**src/sme_pkg.sv**
```systemverilog
// Shared constants, types and the rank lookup of the stable matching enumerator.
package sme_pkg;

	localparam int PEOPLE      = 3;
	localparam int MAX_RESULTS = 10;
	localparam int IDX_W       = (PEOPLE > 2) ? $clog2(PEOPLE) : 1;
	localparam int WIFE_W      = 2;
	localparam int PATH_W      = WIFE_W * PEOPLE;
	localparam int TABLE_W     = 18;
	localparam int OUT_W       = 6;
	localparam int CNT_W       = $clog2(MAX_RESULTS + 1);
	localparam int POS_W       = 5;

	// One result beat handed from the sequencer to the output register.
	typedef struct packed {
		logic              valid;
		logic [PATH_W-1:0] wife;
		logic              last;
	} sme_emit_t;

	// Two-bit rank of b in row a; positions past the table read as zero.
	function automatic logic [1:0] rank_of(input logic [TABLE_W-1:0] tbl,
		input logic [IDX_W-1:0] a, input logic [IDX_W-1:0] b);
		logic [POS_W-1:0]   pos;
		logic [TABLE_W-1:0] sh;
		pos = POS_W'(2 * (int'(a) * PEOPLE + int'(b)));
		sh  = tbl >> pos;
		return sh[1:0];
	endfunction

endpackage

```
**src/sme_pair_unit.sv**
```systemverilog
// Shared compare unit: tests one earlier man against the man being placed.
module sme_pair_unit
	import sme_pkg::*;
(
	input  logic [TABLE_W-1:0] man_tbl,
	input  logic [TABLE_W-1:0] woman_tbl,
	input  logic [IDX_W-1:0]   early_man,
	input  logic [IDX_W-1:0]   col_man,
	input  logic [IDX_W-1:0]   col_wife,
	input  logic [IDX_W-1:0]   early_wife,
	output logic               conflict
);

	logic same_wife;
	logic block_a;
	logic block_b;

	always_comb begin
		same_wife = (col_wife == early_wife);
		// early man prefers the new wife, and she prefers him to her new husband
		block_a = (rank_of(man_tbl, early_man, col_wife) < rank_of(man_tbl, early_man, early_wife))
			&& (rank_of(woman_tbl, col_wife, early_man) < rank_of(woman_tbl, col_wife, col_man));
		// new man prefers the earlier wife, and she prefers him to her husband
		block_b = (rank_of(man_tbl, col_man, early_wife) < rank_of(man_tbl, col_man, col_wife))
			&& (rank_of(woman_tbl, early_wife, col_man) < rank_of(woman_tbl, early_wife, early_man));
		conflict = same_wife | block_a | block_b;
	end

endmodule

```
**src/sme_seq.sv**
```systemverilog
// Backtracking sequencer: walks the search tree, one pair check per cycle.
module sme_seq
	import sme_pkg::*;
(
	input  logic               clk,
	input  logic               arst_n,
	input  logic               in_valid,
	output logic               in_stall,
	input  logic [TABLE_W-1:0] man_rank_table,
	input  logic [TABLE_W-1:0] woman_rank_table,
	input  logic               slot_free,
	output sme_emit_t          emit
);

	typedef enum logic [5:0] {
		S_IDLE  = 6'b000001,
		S_ADV   = 6'b000010,
		S_CHK   = 6'b000100,
		S_LOAD  = 6'b001000,
		S_FOUND = 6'b010000,
		S_FIN   = 6'b100000
	} sme_state_t;

	sme_state_t         state_q;
	logic [TABLE_W-1:0] man_tbl_q;
	logic [TABLE_W-1:0] woman_tbl_q;
	logic [PATH_W-1:0]  path_q;
	logic [PATH_W-1:0]  held_q;
	logic               held_valid_q;
	logic [IDX_W-1:0]   cm_q;
	logic [IDX_W-1:0]   idx_q;
	logic [WIFE_W-1:0]  cur_q;
	logic               ret_q;
	logic [CNT_W-1:0]   count_q;

	logic [WIFE_W:0]    next_wife;
	logic [PATH_W-1:0]  path_sh;
	logic [WIFE_W-1:0]  idx_wife;
	logic               conflict;
	logic               final_slot;

	always_comb begin
		next_wife  = ret_q ? ({1'b0, cur_q} + (WIFE_W+1)'(1)) : '0;
		path_sh    = path_q >> (WIFE_W * int'(idx_q));
		idx_wife   = path_sh[WIFE_W-1:0];
		final_slot = (count_q == CNT_W'(MAX_RESULTS - 1));
	end

	sme_pair_unit u_pair (
		.man_tbl    (man_tbl_q),
		.woman_tbl  (woman_tbl_q),
		.early_man  (idx_q),
		.col_man    (cm_q),
		.col_wife   (IDX_W'(cur_q)),
		.early_wife (IDX_W'(idx_wife)),
		.conflict   (conflict)
	);

	assign in_stall = (state_q != S_IDLE);

	always_comb begin
		emit.valid = held_valid_q && slot_free && ((state_q == S_FOUND) || (state_q == S_FIN));
		emit.wife  = held_q;
		emit.last  = (state_q == S_FIN) || final_slot;
	end

	always_ff @(posedge clk or negedge arst_n) begin
		if (!arst_n) begin
			state_q      <= S_IDLE;
			man_tbl_q    <= '0;
			woman_tbl_q  <= '0;
			path_q       <= '1;
			held_q       <= '0;
			held_valid_q <= 1'b0;
			cm_q         <= '0;
			idx_q        <= '0;
			cur_q        <= '0;
			ret_q        <= 1'b0;
			count_q      <= '0;
		end else begin
			case (state_q)
				S_IDLE: begin
					if (in_valid) begin
						man_tbl_q    <= man_rank_table;
						woman_tbl_q  <= woman_rank_table;
						cm_q         <= '0;
						ret_q        <= 1'b0;
						held_valid_q <= 1'b0;
						count_q      <= '0;
						state_q      <= S_ADV;
					end
				end
				S_ADV: begin
					if (next_wife >= (WIFE_W+1)'(PEOPLE)) begin
						// out of wives for this man: step back, or finish when he is man 0
						if (cm_q == '0) begin
							state_q <= S_FIN;
						end else begin
							cm_q    <= cm_q - IDX_W'(1);
							idx_q   <= cm_q - IDX_W'(1);
							state_q <= S_LOAD;
						end
					end else begin
						cur_q <= next_wife[WIFE_W-1:0];
						for (int m = 0; m < PEOPLE; m++) begin
							if (cm_q == IDX_W'(m))
								path_q[WIFE_W*m +: WIFE_W] <= next_wife[WIFE_W-1:0];
						end
						idx_q   <= '0;
						state_q <= S_CHK;
					end
				end
				S_CHK: begin
					if (idx_q == cm_q) begin
						if (cm_q == IDX_W'(PEOPLE - 1)) begin
							state_q <= S_FOUND;
						end else begin
							cm_q    <= cm_q + IDX_W'(1);
							ret_q   <= 1'b0;
							state_q <= S_ADV;
						end
					end else if (conflict) begin
						ret_q   <= 1'b1;
						state_q <= S_ADV;
					end else begin
						idx_q <= idx_q + IDX_W'(1);
					end
				end
				S_LOAD: begin
					cur_q   <= idx_wife;
					ret_q   <= 1'b1;
					state_q <= S_ADV;
				end
				S_FOUND: begin
					if (!held_valid_q || slot_free) begin
						if (held_valid_q && final_slot) begin
							held_valid_q <= 1'b0;
							state_q      <= S_IDLE;
						end else begin
							if (held_valid_q)
								count_q <= count_q + CNT_W'(1);
							held_q       <= path_q;
							held_valid_q <= 1'b1;
							ret_q        <= 1'b1;
							state_q      <= S_ADV;
						end
					end
				end
				S_FIN: begin
					if (!held_valid_q || slot_free) begin
						held_valid_q <= 1'b0;
						state_q      <= S_IDLE;
					end
				end
				default: begin
					state_q <= S_IDLE;
				end
			endcase
		end
	end

endmodule

```
**src/stable_matching_enumerator_core.sv**
```systemverilog
// Top level of the stable matching enumerator: sequencer plus output register.
//
//  channel | valid     | stall     | payload
//  --------+-----------+-----------+------------------------------------------
//  in      | in_valid  | in_stall  | man_rank_table, woman_rank_table
//  out     | out_valid | out_stall | wife_per_man, last_matching
//
// One instance is worked on at a time; in_stall stays high from the accepted
// beat until the last matching has been handed to the output register.
// Each tried wife is placed in S_ADV, then checked in S_CHK against each earlier
// man in turn in the shared pair unit, with one more S_CHK pass when she passes
// every check; each step back goes through S_ADV and S_LOAD, and each matching
// found goes through S_FOUND.
// Reset clears the sequencer and the output valid; no clearing pass is needed.
// A stalled output holds the sequencer at the next result until the slot frees.
module stable_matching_enumerator_core
	import sme_pkg::*;
(
	input  logic               clk,
	input  logic               arst_n,
	input  logic               in_valid,
	output logic               in_stall,
	input  logic [TABLE_W-1:0] man_rank_table,
	input  logic [TABLE_W-1:0] woman_rank_table,
	output logic               out_valid,
	input  logic               out_stall,
	output logic [OUT_W-1:0]   wife_per_man,
	output logic               last_matching
);

	sme_emit_t             emit;
	logic                  slot_free;
	logic                  out_valid_q;
	logic [OUT_W-1:0]      wife_q;
	logic                  last_q;
	logic [PATH_W+OUT_W-1:0] wife_ext;

	// the output slot takes a new beat when empty or being drained this cycle
	assign slot_free = !out_valid_q || !out_stall;

	sme_seq u_seq (
		.clk              (clk),
		.arst_n           (arst_n),
		.in_valid         (in_valid),
		.in_stall         (in_stall),
		.man_rank_table   (man_rank_table),
		.woman_rank_table (woman_rank_table),
		.slot_free        (slot_free),
		.emit             (emit)
	);

	// fit the packed wives to the output width: pad or drop high fields
	assign wife_ext = {{OUT_W{1'b0}}, emit.wife};

	always_ff @(posedge clk or negedge arst_n) begin
		if (!arst_n) begin
			out_valid_q <= 1'b0;
		end else if (emit.valid) begin
			out_valid_q <= 1'b1;
		end else if (!out_stall) begin
			out_valid_q <= 1'b0;
		end
	end

	// hold the payload until the beat is taken
	always_ff @(posedge clk) begin
		if (emit.valid) begin
			wife_q <= wife_ext[OUT_W-1:0];
			last_q <= emit.last;
		end
	end

	assign out_valid     = out_valid_q;
	assign wife_per_man  = wife_q;
	assign last_matching = last_q;

endmodule

```
**config.mk**
```make
export PLATFORM = sky130hd
export DESIGN_NAME = stable_matching_enumerator_core
export DESIGN_NICKNAME = d
export VERILOG_FILES = /design/src/sme_pkg.sv /design/src/sme_pair_unit.sv /design/src/sme_seq.sv /design/src/stable_matching_enumerator_core.sv
export SDC_FILE = /design/constraint.sdc
export NUM_CORES = 1
export LEC_CHECK = 0
export BUFFER_PORTS_ARGS = -buffer_cell sky130_fd_sc_hd__buf_2
export CAP_MARGIN = 20
export CORE_ASPECT_RATIO = 2
export CORE_UTILIZATION = 40
export DETAILED_ROUTE_END_ITERATION = 8
export PLACE_DENSITY = 0.64
export SYNTH_ARGS = -nofsm -noshare
export SYNTH_HDL_FRONTEND = slang
export SYNTH_SLANG_ARGS = --single-unit
```
**constraint.sdc**
```tcl
create_clock -name clk -period 4 [get_ports clk]
set_input_delay 0.2 -clock clk [delete_from_list [all_inputs] [get_ports clk]]
set_output_delay 0.2 -clock clk [all_outputs]
set_load 0.05 [all_outputs]
```
---- Word level (Yosys, flattened, before mapping) ----
Cells that the tools add are included.
storage, ports and cells
  register bits after elaboration ......... 74
operators by class
  add/subtract/negate cells ............... 13
  multiply operators ...................... 4
  order comparisons ....................... 5
  eq/ne operators ......................... 28
  shifts and indexed selects .............. 9
  muxes and demuxes ....................... 41
  bitwise logic cells ..................... 4
  reduce and logical (&&, ||, !) cells .... 31
operators by type and width
  cell                   number
  $shr A18 B5 Y2         8
  $mux W6                7
  $pmux W6 S6            1
  $mux W2                10
  $ne A2 B2 Y1 const B   9
  $add A4 B2 Y4          4
  $add A4 B3 Y4          4
  $mul A2 B2 Y4 const B  4
  $mux W4                4
  $reduce_and A3 Y1      4
  $reduce_and A4 Y1      3
  $reduce_and A6 Y1      2
  $mux W1                11
  $lt A2 B2 Y1           4
  $ne A2 B1 Y1 const B   4
  $pmux W2 S2            2
  $pmux W4 S2            1
  $eq A6 B1 Y1 const B   1
  $eq A6 B2 Y1 const B   1
  $eq A6 B3 Y1 const B   1
  $eq A6 B4 Y1 const B   1
  $eq A6 B5 Y1 const B   1
  $eq A6 B6 Y1 const B   1
  $ne A3 B3 Y1 const B   2
  other kinds (28)       45

---- Longest topological paths before layout ----
  word-level depth ........................ 10
  mapped depth ............................ 19
  mapped depth without buffers ............ 18

---- By module ----
A second synthesis with hierarchy kept.
unflattened totals
  cells, all modules ...................... 452
  area, all modules ....................... 5,357.6 µm²
modules (own cells, without submodules)
  module                           times used  cells an instance  area an instance (µm²)
  sme_seq                          1           244                3,011.6
  sme_pair_unit                    1           198                2,099.5
  stable_matching_enumerator_core  1           10                 246.5

---- Worst setup path before layout ----
OpenSTA, ideal clock, no wires.
  path type ............................... register -> register
  start ................................... register u_seq.idx_q[1]
  end ..................................... register u_seq.idx_q[1]
  library setup time ...................... 0.094 ns
  data arrival time ....................... 3.805 ns
  data required time ...................... 3.906 ns
  setup slack ............................. 0.101 ns
  stages on the path, launching flop included .. 17
  path buffers ............................ 1
  period minus slack after synthesis ...... 3.899 ns
  cells stage by stage .................... dfrtp_1 > buf_6 > mux2i_2 > o21a_4 > inv_4 > ha_1 > fa_1 > mux4_2 > mux2i_1 > mux2i_1 > ha_1 > o211ai_1 > a41oi_1 > nor2_1 > a211o_2 > mux2i_1 > a211oi_1
between the ends
  longest elaborated chain between the ends .. 9
RTL lines
  item                                                        RTL line                                  text
  from (decl)                                                 sme_seq.sv:31                             logic [IDX_W-1:0] idx_q;
  from (signal assigned)                                      sme_seq.sv:100                            idx_q <= cm_q - IDX_W'(1);
  from (signal assigned)                                      sme_seq.sv:126                            idx_q <= idx_q + IDX_W'(1);
  $shr A6 B3 Y2 / $mul A2 B2 Y4 (equally long branches)       sme_seq.sv:44, sme_pkg.sv:26
  $mul A2 B2 Y4, or another cell as far along                 sme_pkg.sv:26                             pos = POS_W'(2 * (int'(a) * PEOPLE + int'(b)));
  $add A4 B3 Y4, or another cell as far along                 sme_pkg.sv:26
  $shr A18 B5 Y2 / $lt A2 B2 Y1 (equally long branches)       sme_pkg.sv:27, sme_pair_unit.sv:21
  $lt A2 B2 Y1 / $logic_and A1 B1 Y1 (equally long branches)  sme_pair_unit.sv:25, sme_pair_unit.sv:22
  $logic_and A1 B1 Y1 / $or A1 B1 Y1 (equally long branches)  sme_pair_unit.sv:25, sme_pair_unit.sv:26
  $or A1 B1 Y1                                                sme_pair_unit.sv:26                       conflict = same_wife | block_a | block_b;
  $ne A2 B2 Y1 (no source line)                               -
  $reduce_and A4 Y1 (no source line)                          -
Parallel ways exist; a longest one is shown, timed or not. The select of a mux whose other input is x is not followed.
A chain may end at the register's enable or synchronous reset.

---- Worst setup path in the final report ----
Ends and elaborated chain as after synthesis.

==> metrics.txt <==
total CTS buffers=9; mux share of post-synthesis cell area=28.45%; # diodes=0; cell count after synthesis=462; synth top area cells=dfrtp_1 (28%), mux2_2 (12%), mux4_2 (12%); Fill cells=around 1200; slowest stage cell, crit path=fa_2; Tot GR Track Use=20.11%; Yosys cell types=63; DRT iter0 DRCs=178; num rows=59; Mapped Nets=540; core area=13070 um^2; worst-path cell chain=buf_4 > buf_4 > ha_1 > inv_1 > fa_2 > mux4_2 > mux2_2 > nand2_1 > o21ai_0 > ha_2 > a311oi_1 > o21a_1 > a211o_2 > mux2i_2 > a211oi_2; Switch Pwr=2.706 mW; Post-Route WL=13430 um; Netlist Area Pre-Place=5369 um^2; Inst Count DP=roughly 700; worst skew pair latency=between 300 and 400 ps; Final nets=625; Initial DRT Pass Iterations=6; drc violations=3; Synth Area in Simple Gates=10.46%; final std cells w/o fill=~700; Max Transition Viols Final=0; GRT overflow=0; final cycle utilization of the critical path=96.77%; largest net degree at the start of global routing=38; RD Place Congestion=0.9294; Pwr Total=6.605 mW; failing checks=DRC; XOR/XNOR share of the synthesized area=3.892%; fmax=around 0.26 GHz; critical path fanouts, max=5; warnings from Yosys=0; die height=165.8 um; Data required, critical path=4210 ps; RSZ-0062 raised after global routing=true; Maximum Capacitance Violations=0; initial antenna violation count=0; worst slew pin tran=716.0 ps; vias=4059; largest stage delay on the critical path=630 ps; Yosys top cell by area=dfrtp_1; global-route wire length before repair=21430 um; status=finished with violations; Final Util=49.26%; die area=13920 um^2; FF+latch count, synth=74; number of synthesized flops with an enable pin=7; Power Dens Cells=1026 nW/um^2; CTS clk-pin slew, worst paths=70 ps; via density per instance=5.766; min Tclk post-route=3871 ps; I/O pin total=49; H-tree levels=3; CP Capture Type=register; Root Driver=clkbuf_16; synthesized area per cell=between 10 and 15 um^2; CTS tree=yes; Layout Skew=7.515 ps; switch share=40.97%; CP top delay family=adder cells; Sequential cell area=1898 um^2; Clk pwr share=13.4%; CP dominant cell by count=buf_4; starting density of the core=41.09%; post-synthesis sequential area ratio=35.31%; Area Growth Syn to Fin=19.88%; Yosys top cell area share=27.97%; Buf/Inv on CP=3; startpoint types=register; clk buf depth=2; most common cell in the netlist=dfrtp_1; PortBufs=48; commonest register cell after synthesis=dfrtp_1; DRT antenna net count=0; Power Internal=3.899 mW; adder-cell area share of the yosys netlist=between 9 and 10%; slew margin rel.=52.27%; arrival time worst endpoint=about 4000 ps; Multi-input gate area=3388 um^2; Post-synth ARST share=90.54%; largest family of logic cells by synthesized area=multiplexers; Leakage=2.868 nW; Compound-Gate Fraction of Synth Area=9.345%; final setup fails=0; HPWL Detailed=10760 um; Commonest cells post-synth=dfrtp_1 (60), mux2_2 (56), nand2_1 (34); CTS Sinks=between 70 and 80; kind of critical path=register to register; WL/cell=roughly 19 um; worst min path class=input port to register; fraction of layout cells with a size suffix above 1=between 40% and 50%; number of global-route vias before repair=4270; Seq pwr share=21.1%; Die X=83.92 um; Comb power frac=65.5%; worst-case vdd ir drop=458.4 uV; Hold Vio Cnt, Final=0
==> power by group through the flow <==
stage          Combinational, mW  Clock, mW  Sequential, mW
6_report                    4.33      0.887            1.39
3_3_place_gp                4.02          0            1.37
4_1_cts                     4.16      0.903            1.38
5_1_grt                     4.68      0.933            1.43
3_5_place_dp                4.14          0            1.39
2_1_floorplan               3.08          0            1.24
==> per-layer routing <==
metal | vias to the layer above | GRT usage, % | wire length, um
li1 | 1899 | - | -
met1 | 1998 | 19.27 | 4597
met2 | 113 | 38.03 | 7551
met3 | 49 | 2.833 | 329
met4 | 0 | 14.54 | 948
met5 | - | 0 | 0
==> area by class of cell <==
type | instances | area share [%]
Clock inverter | 7 | 1.594
Multi-Input combinational cell | 352 | 52.64
Inverter | 22 | 1.322
Timing Repair Buffer | 88 | 8.495
Clock buffer | 9 | 3.499
Tap cell | 152 | 2.955
Sequential cell | 74 | 29.49
==> layout by cell type, fill, tap and decap left out, drive strengths merged, types with 16 or more instances in the layout <==
master,Yosys,layout
buf,7,87
dfrtp,60,60
mux2,56,56
nand2,34,34
ha,32,32
mux4,30,30
a21oi,24,24
o21ai,23,23
inv,22,23
mux2i,21,21
nor2,16,16
==> timing repair <==
item                       in CTS  in global routing
setup endpoints to repair       1                  5
pin swaps                       0                  6
hold endpoints to repair       24                  0
gates resized for setup         2                 17
setup buffers                   0                  2
hold buffers                    1                  0
==> registers in the layout (all words and copies together) (netlist names) <==
name / count
u_seq.held_q: 6
u_seq.woman_tbl_q: 18
u_seq.held_valid_q: 1
u_seq.count_q: 4
out_valid: 1
wife_per_man: 6
u_seq.path_q: 6
u_seq.idx_q: 2
u_seq.ret_q: 1
u_seq.cur_q: 2
u_seq.man_tbl_q: 18
u_seq.cm_q: 2
last_matching: 1
u_seq.state_q: 6
==> final timing paths <==
kind | start | end | slack [ps] | cells after the start
setup / recovery | u_seq.idx_q[1] | u_seq.idx_q[1] | 130 | 15
hold / removal | man_rank_table[0] | u_seq.man_tbl_q[0] | 90 | 2
setup reg to reg | u_seq.idx_q[1] | u_seq.idx_q[1] | 130 | 15
hold reg to reg | u_seq.held_q[4] | wife_per_man[4] | 440 | 0
max in group asynchronous | arst_n | u_seq.man_tbl_q[12] | 2630 | 3
min in group asynchronous | arst_n | u_seq.cur_q[0] | 450 | 2
==> cells by family after synthesis <==
family | count (synthesis)
compound gates | 79
xor+xnor | 23
fa+ha+maj | 38
buf+inv | 36
flops | 74
mux | 107
simple gates | 105
==> per-stage QoR <==
stage	hold slack [ps]	cell area [um^2]	worst slack (ps)	TNS [ps]
6_report	90.10	6436	129.2	0
5_1_grt	88.33	6436	-18.72	-18.72
4_1_cts	79.22	6351	11.58	0
3_5_place_dp	299.3	6010	-4.295	-4.295
3_3_place_gp	286.3	6010	73.59	0
2_1_floorplan	-95.59	5369	100.7	0
Note: power is estimated with default switching activity, not from simulation.
